<file path="config.mk">
export PLATFORM = sky130hd
export DESIGN_NAME = orb_ram
export DESIGN_NICKNAME = d
export VERILOG_FILES = /design/src/sv/orb_ram.sv
export SDC_FILE = /design/constraint.sdc
export NUM_CORES = 1
export LEC_CHECK = 0
export ABC_AREA = 1
export BUFFER_PORTS_ARGS = -buffer_cell sky130_fd_sc_hd__buf_2
export CAP_MARGIN = 20
export CORE_UTILIZATION = 30
export CTS_BUF_LIST = sky130_fd_sc_hd__clkbuf_8 sky130_fd_sc_hd__clkbuf_16
export CTS_CLUSTER_SIZE = 30
export DETAILED_ROUTE_END_ITERATION = 8
export HOLD_SLACK_MARGIN = 0.1
export REMOVE_ABC_BUFFERS = 1
export SYNTH_ARGS = -nofsm -noshare
export SYNTH_HDL_FRONTEND = slang
export SYNTH_SLANG_ARGS = --single-unit
</file>
<file path="constraint.sdc">
create_clock -name clk_i -period 0.97 [get_ports clk_i]
set_input_delay 0 -clock clk_i [delete_from_list [all_inputs] [get_ports clk_i]]
set_output_delay 0 -clock clk_i [all_outputs]
set_load 0.01 [all_outputs]
</file>
<file path="src/sv/orb_ram.sv">
// Generic single-write, single-read RAM with registered read data.
module orb_ram #(
  parameter int WIDTH = 8,
  parameter int DEPTH = 16
) (
  input  logic                                   clk_i,
  input  logic                                   we_i,
  input  logic [((DEPTH > 1) ? $clog2(DEPTH) : 1)-1:0] waddr_i,
  input  logic [WIDTH-1:0]                       wdata_i,
  input  logic [((DEPTH > 1) ? $clog2(DEPTH) : 1)-1:0] raddr_i,
  output logic [WIDTH-1:0]                       rdata_o
);

  logic [WIDTH-1:0] mem_q [DEPTH];
  logic [WIDTH-1:0] rdata_q;

  always_ff @(posedge clk_i) begin
    if (we_i) begin
      mem_q[waddr_i] <= wdata_i;
    end
    rdata_q <= mem_q[raddr_i];
  end

  assign rdata_o = rdata_q;

endmodule

</file>
==> results.yml <==
clock_tree:
  cts-root-buf: "clkbuf_16"
  h-tree-depth: 4
  clock_path_buffers: 2
  cts_buffers: 17
  clock-sinks: 136
  clkLatencyLatePin_ns: 0.42
  cts_tree: "built"
  clkTransAtPathRegs_ns: 0.06
  postCtsSetupBuffers: 0
sta:
  post-route-min-period_ns: 0.929
  relSlewSlack_pct: 72.6
  worstMarginPinSlew_ns: 0.411
  hold_violations: 0
  rsz0062_at_grt: "true"
  tns_ns: 0
  clock.fmax_ghz: 1.08
  min_period_over_period_pct: 95.8
  maxSlewViolCount: 0
  clock_skew_ns: 0.00562
  setup_violations: 0
detailed_routing:
  routedWlPerCell_um: 14.9
  via_count: 3812
  totalWireLength_mm: 12.9
  firstDrtPassIters: 4
  antenna_left: 0
  drc: 0
  drt_iter0_markers: 274
  viasPerCell: 4.40
place:
  place_hpwl_mm: 8.38
  place_congestion: 0.778
  placed_cell_area_um2: 6370
  port_buffers: 25
setup_path:
  start_kind: "input port"
  end_kind: "flip-flop"
  cp_data_required_time_ns: 1.28
  path_class: "input port to flip-flop"
  crit_arrival_ns: 1.24
  r2r_setup_slack_ns: 0.06
  critPathMaxFanout: 6
layout:
  filler_cell_count: 1821
  drive_above_1_share_pct: 17.6
  fin_nets: 637
  n_antenna_cell: 0
  final_cell_mix: "nand2_1 (172), edfxtp_1 (128), inv_1 (101)"
  final_common_cell: "nand2_1"
  multi_input_area_um2: 1290
  seq_area_um2: 4010
  area_growth_pct: 24.0
  final_util_pct: 38.1
  fin_area_um2: 7150
pwr:
  power_density_nw_per_um2: 1930
  irDropWorstVdd_v: 0.00117
  p_leak_nw: 3.10
synth:
  seq_area_frac_synth_pct: 69.4
  synthCells: 551
  syn_area_um2: 5770
  synth_largest_area_cell: "edfxtp_1"
  ys_warn_count: 0
  synth-seq-cells: 136
  synthTopCellsByArea: "edfxtp_1 (67%), nand2_1 (11%), nand3_1 (8.4%)"
  synth_top_area_share_pct: 66.7
  syn_area_per_cell_um2: 10.5
  synth_cell_type_count: 12
die:
  die_y_um: 141
  design.portCount: 26
  std_cell_rows: 50
  initial_core_util_pct: 30.7
  core-area_um2: 18800
  die_w_um: 141
  die-area_um2: 19800
flow_run:
  cap_violations: 0
global_route:
  grt_max_degree: 28
  gr-total-overflow: 0
  grt_usage_pct: 13.8
  grt_pass1_wl_mm: 20.2
  grt_antenna_before_repair: 0
  grt_pass1_vias: 3822
worst_hold_path:
  hp-class: "input port to flip-flop"
outcome:
  status: "completed"
-- registers in the layout, indices dropped and copies added (netlist names) --
register	count
rdata_o	8
mem_q	128
-- where the power goes --
part	internal, mW	leakage, nW	switching [mW]
Clock	3.92	0.293	2.29
Sequential	6.57	1.22	0.0441
Combinational	0.351	1.59	0.588
-- routing by layer --
metal / share of wire [%] / track usage, % / vias up
li1: - / - / 1909
met1: 46 / 16.8 / 1811
met2: 48 / 22.4 / 73
met3: 4.0 / 3.23 / 19
met4: 2.2 / 7.89 / 0
met5: 0 / 0 / -
-- worst max-delay path, stage by stage --
cell and delay (ns):
dlygate4sd3_1 0.52, buf_2 0.22, buf_4 0.21, nand3_1 0.09
nand3_1 0.13, nand2_1 0.06
-- synth_stat cells --
library cell  number
buf_1              1
dfxtp_1            8
buf_2             13
inv_1            100
buf_4              4
nand3b_1           2
nand2_1          173
nand3_1           97
inv_2              2
buf_6              6
nor2_1            17
edfxtp_1         128
-- what timing repair did --
action	CTS	global route
setup endpoints to repair	2	8
pin swaps	0	13
hold buffers	10	0
gates cloned	0	1
resized for setup	2	17
endpoints found under the hold margin	136	0
-- stage by stage --
stage / power (mW) / setup WS [ns] / cells / hold WS [ns]
after floorplan: 7.10 / -0.0105 / 527 / 0.0989
after global placement: 7.60 / -0.0389 / 823 / 0.393
after detailed placement: 7.61 / -0.0629 / 823 / 0.394
after CTS: 13.8 / 0.00645 / 865 / 0.178
after global routing: 14.2 / -0.0250 / 866 / 0.199
final: 13.8 / 0.0409 / 866 / 0.189
-- cells by family after synthesis --
| kind of cell | Yosys count | synth area share [%] |
|---|---|---|
| buffers and inverters | 126 | 9.52 |
| DFF | 136 | 69.4 |
| and+or+nand+nor | 289 | 21.0 |
-- worst paths after layout --
check	start	endpoint	depth (start not counted)
max reg2reg	mem_q[5][4]	rdata_o[4]	6
max	raddr_i[2]	rdata_o[3]	6
min	raddr_i[1]	rdata_o[3]	6
min reg2reg	mem_q[2][5]	rdata_o[5]	6
-- cell type report --
type / count / share of cell area, %
clock buffers: 20 / 6.53
clock inverters: 12 / 1.51
inverters: 102 / 5.39
multi-input cells: 289 / 18.0
flip-flops and latches: 136 / 56.0
well taps: 234 / 4.10
repair buffers: 73 / 8.44
(Power assumes the default switching activity.)
