### config.mk
export PLATFORM = sky130hd
export DESIGN_NAME = orb_canon
export DESIGN_NICKNAME = d
export VERILOG_FILES = /design/src/sv/orb_pkg.sv /design/src/sv/orb_canon.sv
export SDC_FILE = /design/constraint.sdc
export NUM_CORES = 1
export LEC_CHECK = 0
export ABC_AREA = 1
export BUFFER_PORTS_ARGS = -buffer_cell sky130_fd_sc_hd__buf_4
export CAP_MARGIN = 25
export CORE_AREA = 4 4 198 200
export DETAILED_ROUTE_END_ITERATION = 16
export DIE_AREA = 0 0 202 204
export SLEW_MARGIN = 20
export SYNTH_ARGS = -nofsm -noshare
export SYNTH_HDL_FRONTEND = slang
export SYNTH_SLANG_ARGS = --single-unit
### constraint.sdc
create_clock -name vclk -period 4.7
set_input_delay 0.705 -clock vclk [all_inputs]
set_output_delay 0.705 -clock vclk [all_outputs]
set_load 0.02 [all_outputs]
### src/sv/orb_pkg.sv
// Types, constants and codes shared by the ordered record table modules.
package orb_pkg;

  localparam int TABLE_ENTRIES  = 16;
  localparam int NAME_BYTES     = 30;
  localparam int NAME_MAX_BYTES = 32;
  localparam int NAME_W         = 8 * NAME_MAX_BYTES;
  localparam int CODE_W         = 32;
  localparam int POS_W          = 5;
  localparam int IDX_W          = (TABLE_ENTRIES > 1) ? $clog2(TABLE_ENTRIES) : 1;
  localparam int CNT_W          = $clog2(TABLE_ENTRIES + 1);

  typedef enum logic [1:0] {
    ACT_APPEND = 2'd0,
    ACT_READ   = 2'd1,
    ACT_SEARCH = 2'd2,
    ACT_REMOVE = 2'd3
  } orb_action_e;

  typedef enum logic [1:0] {
    STATUS_OK       = 2'd0,
    STATUS_EMPTY    = 2'd1,
    STATUS_NOTFOUND = 2'd2,
    STATUS_FULL     = 2'd3
  } orb_status_e;

  typedef enum logic [1:0] {
    ST_IDLE,
    ST_RUN,
    ST_SHIFT
  } orb_state_e;

  typedef struct packed {
    orb_action_e        action;
    logic signed [31:0] entry_code;
    logic [63:0]        name_word0;
    logic [63:0]        name_word1;
    logic [63:0]        name_word2;
    logic [63:0]        name_word3;
  } orb_in_t;

  typedef struct packed {
    orb_status_e        status;
    logic [POS_W-1:0]   position;
    logic signed [31:0] record_code;
    logic [63:0]        out_name_word0;
    logic [63:0]        out_name_word1;
    logic [63:0]        out_name_word2;
    logic [63:0]        out_name_word3;
    logic               last;
  } orb_out_t;

  typedef struct packed {
    logic [CODE_W-1:0] code;
    logic [NAME_W-1:0] name;
  } orb_rec_t;

  typedef struct packed {
    logic             we;
    logic [IDX_W-1:0] waddr;
    orb_rec_t         wdata;
    logic [IDX_W-1:0] raddr;
  } orb_ram_req_t;

  typedef struct packed {
    orb_state_e       state;
    logic [CNT_W-1:0] cnt;
  } orb_stat_t;

endpackage

### src/sv/orb_canon.sv
// Name canonicalizer: zero every byte from the first zero byte or the length limit on.
module orb_canon (
  input  logic [orb_pkg::NAME_W-1:0] raw_i,
  output logic [orb_pkg::NAME_W-1:0] key_o
);

  always_comb begin
    logic ended;
    ended = 1'b0;
    key_o = '0;
    for (int b = 0; b < orb_pkg::NAME_MAX_BYTES; b++) begin
      if (b >= orb_pkg::NAME_BYTES || raw_i[8*b +: 8] == 8'd0) begin
        ended = 1'b1;
      end
      if (!ended) begin
        key_o[8*b +: 8] = raw_i[8*b +: 8];
      end
    end
  end

endmodule

==> results of run 1 <==
==> cells in the mapped netlist <==
cell      number
inv_2          1
nor2_1       230
nand2_2        1
clkbuf_1       8
nor3_1         8
or2_2          2
buf_4         16
nand3_2        1
nand4_1        8
nor2_4         7
conb_1         1
nand3_1       12
nand4_4        7
nand2_4        1
nor2_2         8
clkinv_1       3
nor4_1        40
inv_1        248
nand2_1       36
==> critical path: cells and delay by family <==
kind / cells / cell delay (ps)
AND/OR/NAND/NOR: 19 / 2610
buffers and inverters: 3 / 290
==> through the flow <==
step | worst slack [ps] | TNS [ps] | cell area [um2] | hold slack, ps
floorplan | 541 | 0 | 2870 | 1520
global placement | 203 | 0 | 7050 | 1620
detailed placement | 151 | 0 | 7050 | 1620
CTS | 147 | 0 | 7050 | 1620
global route | -18.0 | -18.0 | 7070 | 1630
finish | 347 | 0 | 7070 | 1620
==> worst paths after layout <==
kind | start | to | slack [ps]
max | raw_i[8] | key_o[228] | 350
min | raw_i[2] | key_o[2] | 1620
==> cell families (layout without fill, tap and decap cells) <==
| kind of cell | count (synthesis) | in the layout | share of synthesized area [%] |
|---|---|---|---|
| other | 1 | 23 | 0.133 |
| buffers and inverters | 276 | 743 | 38.9 |
| AND/OR/NAND/NOR | 361 | 361 | 61.0 |
==> where the power goes <==
part / switching, mW / internal, mW
logic: 0.504 / 0.374
clock network: 0 / 0.000000202
registers: 0 / 0
==> layer usage <==
| layer | vias to the layer above | global-route usage [%] | routed length [um] |
|---|---|---|---|
| met5 | - | 0 | 0 |
| met4 | 0 | 4.71 | 933 |
| met3 | 28 | 5.81 | 3560 |
| met2 | 350 | 27.4 | 16700 |
| met1 | 2474 | 12.0 | 9310 |
| li1 | 2739 | - | - |
==> area by class of cell <==
cell class	instances	area (um2)
inverters	252	946
multi-input cells	377	1780
repair buffers	491	3690
diodes	7	17.5
fillers	4367	30300
well taps	511	639
==> results.toml, run 1 <==
[drt]
drt_wl_total_um = 30500
antenna_left = 0
num_vias = 5591
drc = 0
avgRoutedWirePerCell_um = 18.6
drt_iter0_drc = 210
detail_route.vias_per_cell = 3.41
drt-pass1-iter-count = 4

[grt]
grt_overflow_total = 0
grt_pass1_wl_um = 41700
grt_pass1_vias = 6039
grt_use_total_pct = 13.6
antenna_found_initial = 9
grt_max_degree = 10

[timing]
worstMarginPinSlew_ps = 829
maxSlewViolCount = 0
finalSetupViolCount = 0
min_period_ps = 4350
hold_viol_final = 0
relSlewSlack_pct = 44.2
fin_crit_sh_pct = 92.6
rsz0062_at_grt = "true"
timing.fmax_mhz = 230

[synthesis]
synth.top_cell.area_share_pct = 33.1
syn_area_per_cell_um2 = 4.41
yosys.area.top_type = "inv_1"
syn_area_mm2 = 0.00282
synth_cell_type_count = 19
synth_area_leaders = "inv_1 33%, nor2_1 31%, nor4_1 8.9%"
synth.yosys.seq_area_share_pct = 0
yosys_warnings = 0
syn-instance-count = 638

[floorplan]
std_cell_rows = 71
die_h_um = 204
io_pins = 512
coreArea_mm2 = 0.0374
die_area_mm2 = 0.0412
start_util_pct = 7.53
fp.dieW_um = 202

[cells_and_area]
final_common_cell = "buf_4"
flops_and_latches = 0
drive_above_1_share_pct = 46.3
final_cell_mix = "491 x buf_4, 248 x inv_1, 230 x nor2_1, 40 x nor4_1, 36 x nand2_1"
nClkBuffers = 0
syn_to_final_growth_pct = 151
fin_cells = 1638
fin_util_pct = 18.9
finish.net_count = 1378
regArea_um2 = 0

[critical_path]
cp.required_ps = 3990
end_kind = "output port"
crit_top_cell = "nor2_4"
worstPathCellList = "buf_4 -> inv_1 -> nand2_1 -> nor2_1 -> nand2_1 -> nand2_4 -> nor2_4 -> nand4_4 -> nor2_4 -> nand4_4 -> nor2_4 -> nand4_4 -> nor2_4 -> nand4_4 -> nor2_4 -> nand4_4 -> nor2_4 -> nand4_4 -> nor2_4 -> nand3_2 -> nor2_1 -> buf_4"
cp.arrival_ps = 3650
start_kind = "input pin"
critPathSlowestCell = "nand3_2"
critPathMaxFanout = 8
worstSetupPathType = "in2out"
max_stage_delay_ps = 220

[clock_tree]
cts_hold_buffers = 0
cts_post_setup_buffers_inserted = 0
cts_resized = 0

[placed_design]
place_inst = 1631
gp_congestion = 0.938
hpwl_um = 28800
numPortBuffers = 480

[worst_hold_path]
min_path_type = "in2out"
min_path_cells = 2

[power_and_ir_drop]
ir_drop_uv = 58.5
p_leak_nw = 4.47
power_density_mw_per_mm2 = 124
total_power_uw = 877

[run_status]
status = "complete, no violations"

[job]
cap_violations = 0
No activity file was read; power rests on OpenSTA's default activity.
==> run 2, diff against run 1 <==
--- a/config.mk
+++ b/config.mk
@@ -11,6 +11,7 @@
 export CORE_AREA = 4 4 198 200
 export DETAILED_ROUTE_END_ITERATION = 16
 export DIE_AREA = 0 0 202 204
+export RECOVER_POWER = 25
 export SLEW_MARGIN = 20
 export SYNTH_ARGS = -nofsm -noshare
 export SYNTH_HDL_FRONTEND = slang
==> run 2 against run 1 <==
Sequential cell count stayed put. Count of clock-buffer cells in the layout stayed put. Cell area is 2.3% lower. Critical path depth stayed put. Wire length is 0.16% higher. Combinational power is 2% lower. Sequential share of layout area stayed put. Highest routed layer unchanged.
==> results.toml, run 2 (synthesis results as in run 1) <==
[drt]
avgRoutedWirePerCell_um = 18.6
drt_wl_total_um = 30500
num_vias = 5589
drc = 0
drt_iter0_drc = 161
drt-pass1-iter-count = 4
antenna_left = 0
detail_route.vias_per_cell = 3.41

[critical_path]
start_kind = "input pin"
worstSetupPathType = "in2out"
worstPathCellList = "buf_4 -> inv_1 -> nand2_1 -> nor2_1 -> nand2_1 -> nand2_4 -> nor2_4 -> nand4_4 -> nor2_4 -> nand4_4 -> nor2_4 -> nand4_4 -> nor2_4 -> nand4_4 -> nor2_4 -> nand4_4 -> nor2_4 -> nand4_4 -> nor2_4 -> nand3_2 -> nor2_1 -> buf_4"
crit_family = "simple AND/OR/NAND/NOR gates"
crit_top_cell = "nor2_4"
crit_cells = 22
crit_path_start = "raw_i[6]"
critPathSlowestCell = "nand3_2"
max_stage_delay_ps = 220
cp.required_ps = 3990
path_buf_inv = 3
cp.arrival_ps = 3670
endpoint = "key_o[228]"
critPathMaxFanout = 8
end_kind = "output port"

[timing]
whs_ps = 1690
timing.fmax_mhz = 229
worstMarginPinSlew_ps = 829
fin_crit_sh_pct = 93.0
fin_ws_ps = 330
maxSlewViolCount = 0
relSlewSlack_pct = 44.2
min_period_ps = 4370
rsz0062_at_grt = "true"
finalSetupViolCount = 0
hold_viol_final = 0

[floorplan]
die_area_mm2 = 0.0412
fp.dieW_um = 202
start_util_pct = 7.53
io_pins = 512
die_h_um = 204
coreArea_mm2 = 0.0374
std_cell_rows = 71

[power_and_ir_drop]
p_clk_share_pct = 0
ir_drop_uv = 58.5
sw_frac_of_total_pct = 58.6
power_density_mw_per_mm2 = 125
p_leak_nw = 4.31
p_sw_uw = 504
internal_power_uw = 356
pwr-share-comb_pct = 100.0
p_seq_share_pct = 0

[placed_design]
placed_area_mm2 = 0.00705
numPortBuffers = 480
gp_congestion = 0.938
place_ws_ps = 151
hpwl_um = 28800

[grt]
grt_use_total_pct = 13.6
grtUsageMet3_pct = 5.81
met1_usage_pct = 12.0
grt_pass1_vias = 6039
grt_max_degree = 10
grt_overflow_total = 0
antenna_found_initial = 9
top_usage_layer = "met2"
use_met2_pct = 27.4
grt_pass1_wl_um = 41700

[run_status]
status = "complete, no violations"

[worst_hold_path]
min_path_type = "in2out"

[cells_and_area]
regArea_um2 = 0
final_cell_mix = "448 x buf_4, 248 x inv_1, 230 x nor2_1, 43 x clkbuf_1, 40 x nor4_1"
nClkBuffers = 0
flops_and_latches = 0
drive_above_1_share_pct = 42.5
syn_to_final_growth_pct = 145
finish.net_count = 1378
design_area_mm2 = 0.00690
final_common_cell = "buf_4"
fillCellCount = 4422

[clock_tree]
cts_resized = 0
cts_hold_buffers = 0
cts_post_setup_buffers_inserted = 0

[job]
cap_violations = 0
## run 2: cell count changes in the layout (fill, tap and decap cells not counted)
cell / before / now
clkbuf_1: 0 / 43
buf_4: 491 / 448
## run 2: cell type report
type	count	area, um2	area share (%)
repair buffers	491	3520	51.1
well taps	511	639	9.26
multi-input cells	377	1780	25.7
inverters	252	946	13.7
diodes	7	17.5	0.254
## run 2: worst min path at each step
stage          startpoint  depth (start not counted)  slack [ps]         end
2_1_floorplan  raw_i[232]                          2        1520  key_o[232]
5_1_grt          raw_i[7]                          2        1700    key_o[7]
3_3_place_gp     raw_i[2]                          2        1620    key_o[2]
4_1_cts          raw_i[2]                          2        1620    key_o[2]
3_5_place_dp     raw_i[2]                          2        1620    key_o[2]
6_report         raw_i[2]                          2        1690    key_o[2]
## run 2: power by group through the flow
stage	Combinational, mW	Sequential [mW]	Clock (mW)
after detailed placement	0.888	0	0
final	0.860	0	0.000000202
after global placement	0.892	0	0
after floorplan	0.373	0	0
after CTS	0.892	0	0
after global routing	0.927	0	0.000000201
## run 2: per-layer routing
metal	vias to the layer above	part of all wire, %
li1	2738	-
met1	2473	31
met2	350	55
met3	28	12
met4	0	3.1
met5	-	0
## run 2: per-stage QoR
stage	TNS, ps	util [%]	cells	total power, mW
global placement	0	18.8	1631	0.892
CTS	0	18.8	1631	0.892
floorplan	0	-	653	0.373
finish	0	18.5	1638	0.860
detailed placement	0	18.8	1631	0.888
global route	-18.0	18.5	1638	0.927
