$ cat src/sv/orb_pkg.sv
// Types, constants and codes shared by the ordered record table modules.
package orb_pkg;

  localparam int TABLE_ENTRIES  = 16;
  localparam int NAME_BYTES     = 30;
  localparam int NAME_MAX_BYTES = 32;
  localparam int NAME_W         = 8 * NAME_MAX_BYTES;
  localparam int CODE_W         = 32;
  localparam int POS_W          = 5;
  localparam int IDX_W          = (TABLE_ENTRIES > 1) ? $clog2(TABLE_ENTRIES) : 1;
  localparam int CNT_W          = $clog2(TABLE_ENTRIES + 1);

  typedef enum logic [1:0] {
    ACT_APPEND = 2'd0,
    ACT_READ   = 2'd1,
    ACT_SEARCH = 2'd2,
    ACT_REMOVE = 2'd3
  } orb_action_e;

  typedef enum logic [1:0] {
    STATUS_OK       = 2'd0,
    STATUS_EMPTY    = 2'd1,
    STATUS_NOTFOUND = 2'd2,
    STATUS_FULL     = 2'd3
  } orb_status_e;

  typedef enum logic [1:0] {
    ST_IDLE,
    ST_RUN,
    ST_SHIFT
  } orb_state_e;

  typedef struct packed {
    orb_action_e        action;
    logic signed [31:0] entry_code;
    logic [63:0]        name_word0;
    logic [63:0]        name_word1;
    logic [63:0]        name_word2;
    logic [63:0]        name_word3;
  } orb_in_t;

  typedef struct packed {
    orb_status_e        status;
    logic [POS_W-1:0]   position;
    logic signed [31:0] record_code;
    logic [63:0]        out_name_word0;
    logic [63:0]        out_name_word1;
    logic [63:0]        out_name_word2;
    logic [63:0]        out_name_word3;
    logic               last;
  } orb_out_t;

  typedef struct packed {
    logic [CODE_W-1:0] code;
    logic [NAME_W-1:0] name;
  } orb_rec_t;

  typedef struct packed {
    logic             we;
    logic [IDX_W-1:0] waddr;
    orb_rec_t         wdata;
    logic [IDX_W-1:0] raddr;
  } orb_ram_req_t;

  typedef struct packed {
    orb_state_e       state;
    logic [CNT_W-1:0] cnt;
  } orb_stat_t;

endpackage

$ cat src/sv/orb_seq.sv
// Sequencer: walks the record RAM one entry a cycle through a shared name comparator.
module orb_seq (
  input  logic                       clk_i,
  input  logic                       rst_ni,
  input  logic                       start_i,
  input  orb_pkg::orb_in_t           item_i,
  input  logic [orb_pkg::NAME_W-1:0] key_i,
  input  orb_pkg::orb_rec_t          rdata_i,
  output logic                       busy_o,
  output orb_pkg::orb_ram_req_t      ram_o,
  output logic                       res_valid_o,
  output orb_pkg::orb_out_t          res_o,
  output orb_pkg::orb_stat_t         stat_o
);

  localparam int XW = orb_pkg::CNT_W + 1;

  orb_pkg::orb_state_e         state_q, state_d;
  logic [orb_pkg::IDX_W-1:0]   idx_q, idx_d;
  logic [orb_pkg::CNT_W-1:0]   cnt_q, cnt_d;
  orb_pkg::orb_action_e        act_q, act_d;
  logic [orb_pkg::NAME_W-1:0]  key_q, key_d;
  logic                        rv_q, rv_d;
  orb_pkg::orb_out_t           res_q, res_d;

  logic          accept;
  logic          match;
  logic          full;
  logic [XW-1:0] idx1, idx2, cnt_x, cnt1;

  assign accept = start_i && (state_q == orb_pkg::ST_IDLE);
  assign match  = (rdata_i.name == key_q);
  assign full   = (cnt_q == orb_pkg::CNT_W'(orb_pkg::TABLE_ENTRIES));
  assign idx1   = XW'(idx_q) + XW'(1);
  assign idx2   = XW'(idx_q) + XW'(2);
  assign cnt_x  = XW'(cnt_q);
  assign cnt1   = XW'(cnt_q) + XW'(1);

  always_ff @(posedge clk_i or negedge rst_ni) begin
    if (!rst_ni) begin
      state_q <= orb_pkg::ST_IDLE;
      cnt_q   <= '0;
      rv_q    <= 1'b0;
    end else begin
      state_q <= state_d;
      cnt_q   <= cnt_d;
      rv_q    <= rv_d;
    end
  end

  always_ff @(posedge clk_i) begin
    idx_q <= idx_d;
    act_q <= act_d;
    key_q <= key_d;
    res_q <= res_d;
  end

  always_comb begin
    state_d       = state_q;
    idx_d         = idx_q;
    cnt_d         = cnt_q;
    act_d         = act_q;
    key_d         = key_q;
    rv_d          = 1'b0;
    res_d         = res_q;
    ram_o.we      = 1'b0;
    ram_o.waddr   = orb_pkg::IDX_W'(cnt_q);
    ram_o.wdata   = {item_i.entry_code, key_i};
    ram_o.raddr   = '0;

    case (state_q)
      orb_pkg::ST_IDLE: begin
        if (accept) begin
          rv_d  = 1'b1;
          res_d = '0;
          res_d.last = 1'b1;
          if (item_i.action == orb_pkg::ACT_APPEND) begin
            if (full) begin
              res_d.status = orb_pkg::STATUS_FULL;
            end else begin
              ram_o.we             = 1'b1;
              cnt_d                = cnt_q + orb_pkg::CNT_W'(1);
              res_d.status         = orb_pkg::STATUS_OK;
              res_d.position       = orb_pkg::POS_W'(cnt1);
              res_d.record_code    = item_i.entry_code;
              res_d.out_name_word0 = key_i[63:0];
              res_d.out_name_word1 = key_i[127:64];
              res_d.out_name_word2 = key_i[191:128];
              res_d.out_name_word3 = key_i[255:192];
            end
          end else if (cnt_q == '0) begin
            res_d.status = orb_pkg::STATUS_EMPTY;
          end else begin
            rv_d    = 1'b0;
            act_d   = item_i.action;
            key_d   = key_i;
            idx_d   = '0;
            state_d = orb_pkg::ST_RUN;
          end
        end
      end
      orb_pkg::ST_RUN: begin
        ram_o.raddr = orb_pkg::IDX_W'(idx1);
        res_d                = '0;
        res_d.status         = orb_pkg::STATUS_OK;
        res_d.position       = orb_pkg::POS_W'(idx1);
        res_d.record_code    = rdata_i.code;
        res_d.out_name_word0 = rdata_i.name[63:0];
        res_d.out_name_word1 = rdata_i.name[127:64];
        res_d.out_name_word2 = rdata_i.name[191:128];
        res_d.out_name_word3 = rdata_i.name[255:192];
        res_d.last           = 1'b1;
        if (act_q == orb_pkg::ACT_READ) begin
          rv_d       = 1'b1;
          res_d.last = (idx1 == cnt_x);
          if (idx1 == cnt_x) begin
            state_d = orb_pkg::ST_IDLE;
          end else begin
            idx_d = idx_q + orb_pkg::IDX_W'(1);
          end
        end else if (match) begin
          rv_d = 1'b1;
          if (act_q == orb_pkg::ACT_REMOVE && idx1 != cnt_x) begin
            state_d = orb_pkg::ST_SHIFT;
          end else begin
            state_d = orb_pkg::ST_IDLE;
            if (act_q == orb_pkg::ACT_REMOVE) begin
              cnt_d = cnt_q - orb_pkg::CNT_W'(1);
            end
          end
        end else if (idx1 == cnt_x) begin
          rv_d         = 1'b1;
          res_d        = '0;
          res_d.status = orb_pkg::STATUS_NOTFOUND;
          res_d.last   = 1'b1;
          state_d      = orb_pkg::ST_IDLE;
        end else begin
          idx_d = idx_q + orb_pkg::IDX_W'(1);
        end
      end
      orb_pkg::ST_SHIFT: begin
        ram_o.raddr = orb_pkg::IDX_W'(idx2);
        ram_o.we    = 1'b1;
        ram_o.waddr = idx_q;
        ram_o.wdata = rdata_i;
        if (idx2 < cnt_x) begin
          idx_d = idx_q + orb_pkg::IDX_W'(1);
        end else begin
          cnt_d   = cnt_q - orb_pkg::CNT_W'(1);
          state_d = orb_pkg::ST_IDLE;
        end
      end
      default: begin
        state_d = orb_pkg::ST_IDLE;
      end
    endcase
  end

  assign busy_o       = (state_q != orb_pkg::ST_IDLE);
  assign res_valid_o  = rv_q;
  assign res_o        = res_q;
  assign stat_o.state = state_q;
  assign stat_o.cnt   = cnt_q;

endmodule

$ cat config.mk
export PLATFORM = sky130hd
export DESIGN_NAME = orb_seq
export DESIGN_NICKNAME = d
export VERILOG_FILES = /design/src/sv/orb_pkg.sv /design/src/sv/orb_seq.sv
export SDC_FILE = /design/constraint.sdc
export NUM_CORES = 1
export LEC_CHECK = 0
export BUFFER_PORTS_ARGS = -buffer_cell sky130_fd_sc_hd__buf_4
export CORE_AREA = 2 2 564 566
export DETAILED_ROUTE_END_ITERATION = 6
export DIE_AREA = 0 0 566 568
export PLACE_DENSITY = 0.3
export SLEW_MARGIN = 20
export SYNTH_ARGS = -nofsm -noshare
export SYNTH_HDL_FRONTEND = slang
export SYNTH_SLANG_ARGS = --single-unit
$ cat constraint.sdc
create_clock -name clk_i -period 32 [get_ports clk_i]
set_input_delay 6.4 -clock clk_i [delete_from_list [all_inputs] [get_ports clk_i]]
set_output_delay 6.4 -clock clk_i [all_outputs]
set_load 0.03 [all_outputs]
==> summary.txt <==
post-synthesis sequential element count: 566
post_cts resized: 0
placed cell area: 41200 um2
initial antenna violation count: 116
gr usage total: 13.7%
Mapped Nets: 2591
FFs w/ async S/R, synth: 1.41%
Mapped Area: 27000 um2
DP HPWL: 192000 um
Syn-to-layout area delta: 63.6%
design area: 44200 um2
CP top delay family: simple AND/OR/NAND/NOR gates
final setup vio count: 0
maximum root-to-sink buffer count: 4
Req. time, crit path: 25.60 ns
CP max FO: 4
r2r worst-path depth: 11
synth unique cells: 48
Max Transition Viols Final: 0
WP buf/inv: 2
Reg2Reg Setup Slack: 25.69 ns
worst r2r src: key_q[62]$_DFFE_PP_
Antenna Nets Post-Route: 0
die area: 321000 um2
EDFF count, synth: 558
clk slew on worst S/H paths: 0.05 ns
CP max stage cell: buf_4
Crit path top cell by count: buf_4
Initial Utilization: 8.55%
setup_tns: 0 ns
Final Hold Fails: 0
worst-path cell chain: buf_4, nor2_1, nand2_1, o21bai_1, buf_4
worst slew pin tran: 1.30 ns
# DRC: 0
Syn Area/Cell: 15.5 um2
area leader, netlist: edfxtp_1
Final Net Count: 3810
Placer Congestion: 0.840
IO Pins: 1439
top_reg_cell synth: edfxtp_1
Peak Freq: 73.5 MHz
CP Capture Point: ram_o[296]
Post-synth top cells: edfxtp_1, a22o_1, mux2_2
CP Capture Type: output port
CTS tree: yes
Hold Buf Count CTS: 0
Max H-tree Level: 3
Pwr Total: 4.05 mW
Root Buffer: clkbuf_16
critical path depth: 5
relative slew slack: 12.8%
Skew-Pair Late Insertion Delay: 0.80 ns
LEAKAGE: 16.7 nW
site row count: 207
GRT overflow: 0
first-pass GRT wire length: 280000 um
Port Buffer Count: 1182
share of cells above drive strength 1: 55.4%
Synth top area share: 62.0%
status: complete, no violations
Hold WS: 0.621 ns
top-count cell post-synth: edfxtp_1
vias in the first global route: 22857
Worst Setup SP: item_i[289]
CTS Buf Count: 89
die height: 568 um
count of yosys warnings during synthesis: 0
# clock sinks: 566
post-route clock period utilization: 42.5%
HP Class: register to register
Post-Syn Instances: 1741
maximum vdd drop: 0.0501 mV
crit path DAT: 7.21 ns
crit path launch type: input pin
Crit path largest cell delay: 0.19 ns
Post-CTS Setup Repair Bufs: 0
Cell Pwr Density: 91.6 nW/um2
Core ar.: 316000 um2
Via density: 3.03
largest net degree at the start of global routing: 104
Die Span X: 566 um
via count: 21931
max-cap viol count: 0
post-synthesis sequential area ratio: 62.7%
drt wl/cell: 31.6 um
min-delay src: state_q[0]$_DFFE_PN0P_
Synth area leaders: edfxtp_1, mux2_2, a22o_1
Worst Skew: 0.0413 ns
r2r endpoint: res_o[175]$_DFFE_PP_
critical path class: input pin to output port
min Tclk post-route: 13.61 ns
DR iter-0 viols: 1215
RSZ-0062 raised after global routing: false
final WL: 228000 um
Filler Cells Inserted: 35540
drt pass-1 iters: 4
state kept, by name, indices dropped and copies added, names as in the netlist:
register,cells
key_q,256
idx_q,4
res_o,296
cnt_q,5
state_q,2
act_q,2
res_valid_o,1
routing by layer:
| layer | part of all wire (%) | wire, um | global-route usage [%] |
|---|---|---|---|
| met5 | 0.092 | 211 | 0 |
| met3 | 11 | 25800 | 6.69 |
| met1 | 42 | 95000 | 16.6 |
| met2 | 44 | 101000 | 21.6 |
| met4 | 2.7 | 6130 | 3.45 |
cells in the final DEF (no fill, tap or decap), types with 4 or more instances in the layout:
cell / count
nor2b_1: 6
nand3_1: 7
nand4_1: 17
xor2_2: 6
clkinv_1: 20
clkinvlp_4: 4
nor4_1: 51
inv_1: 14
a22o_1: 292
nand2_1: 16
nor3_1: 4
a21oi_1: 4
or3_1: 6
o21ai_0: 10
inv_6: 5
xor2_1: 255
nor2_1: 10
clkbuf_16: 91
buf_4: 1228
diode_2: 28
o21ai_1: 4
ha_1: 12
bufinv_16: 12
dfrtp_1: 8
nor4_2: 16
clkbuf_1: 13
clkinv_2: 10
edfxtp_1: 558
xnor2_1: 7
o211ai_1: 4
and3_1: 4
mux2_2: 289
worst reg2reg max path, stage by stage, from the launching register on:
cell and delay [ns]:
edfxtp_1 0.37, xor2_1 0.31, nor4_2 1.01, nand4_1 0.31, nor4_1 0.76, nand4_1 0.19, buf_4 0.27, a31oi_4 0.52
buf_4 0.60, buf_12 0.45, buf_4 0.80, a22o_1 0.51
power breakdown:
group	total [mW]	switching (mW)	internal (mW)
logic	1.76	1.26	0.495
clock network	1.02	0.405	0.614
registers	1.27	0.105	1.17
worst min path at each step:
stage / slack (ns) / depth (start not counted) / end
6_report: 0.62 / 2 / state_q[0]$_DFFE_PN0P_
5_1_grt: 0.67 / 2 / res_o[0]$_SDFFCE_PN1P_
4_1_cts: 0.62 / 2 / state_q[0]$_DFFE_PN0P_
3_5_place_dp: 0.60 / 2 / state_q[0]$_DFFE_PN0P_
3_3_place_gp: 0.59 / 2 / state_q[0]$_DFFE_PN0P_
2_1_floorplan: 0.54 / 2 / res_o[0]$_SDFFCE_PN1P_
metrics by stage:
| step | util [%] | cells | worst slack [ns] |
|---|---|---|---|
| floorplan | - | 1741 | 8.94 |
| global placement | 13.0 | 7048 | 18.37 |
| detailed placement | 13.0 | 7049 | 18.39 |
| CTS | 14.0 | 7206 | 18.38 |
| global route | 14.0 | 7218 | 18.28 |
| finish | 14.0 | 7234 | 18.39 |
cell type report:
type                            count  area [um2]  area share (%)
Antenna cell                       28        70.1           0.158
Inverter                           14        52.6           0.119
Clock inverter                     53         577            1.30
Clock buffer                      104        2330            5.26
Tap cell                         4180        5230            11.8
Multi-Input combinational cell   1057        9700            21.9
Sequential cell                   566       17000            38.3
Timing Repair Buffer             1232        9310            21.0
kinds of logic after synthesis:
group | synth area share [%]
buf+inv | 2.09
simple gates | 3.27
fa+ha+maj | 0.602
flops | 62.7
mux | 12.1
xor+xnor | 8.69
compound gates | 10.5
(Power assumes the default switching activity.)
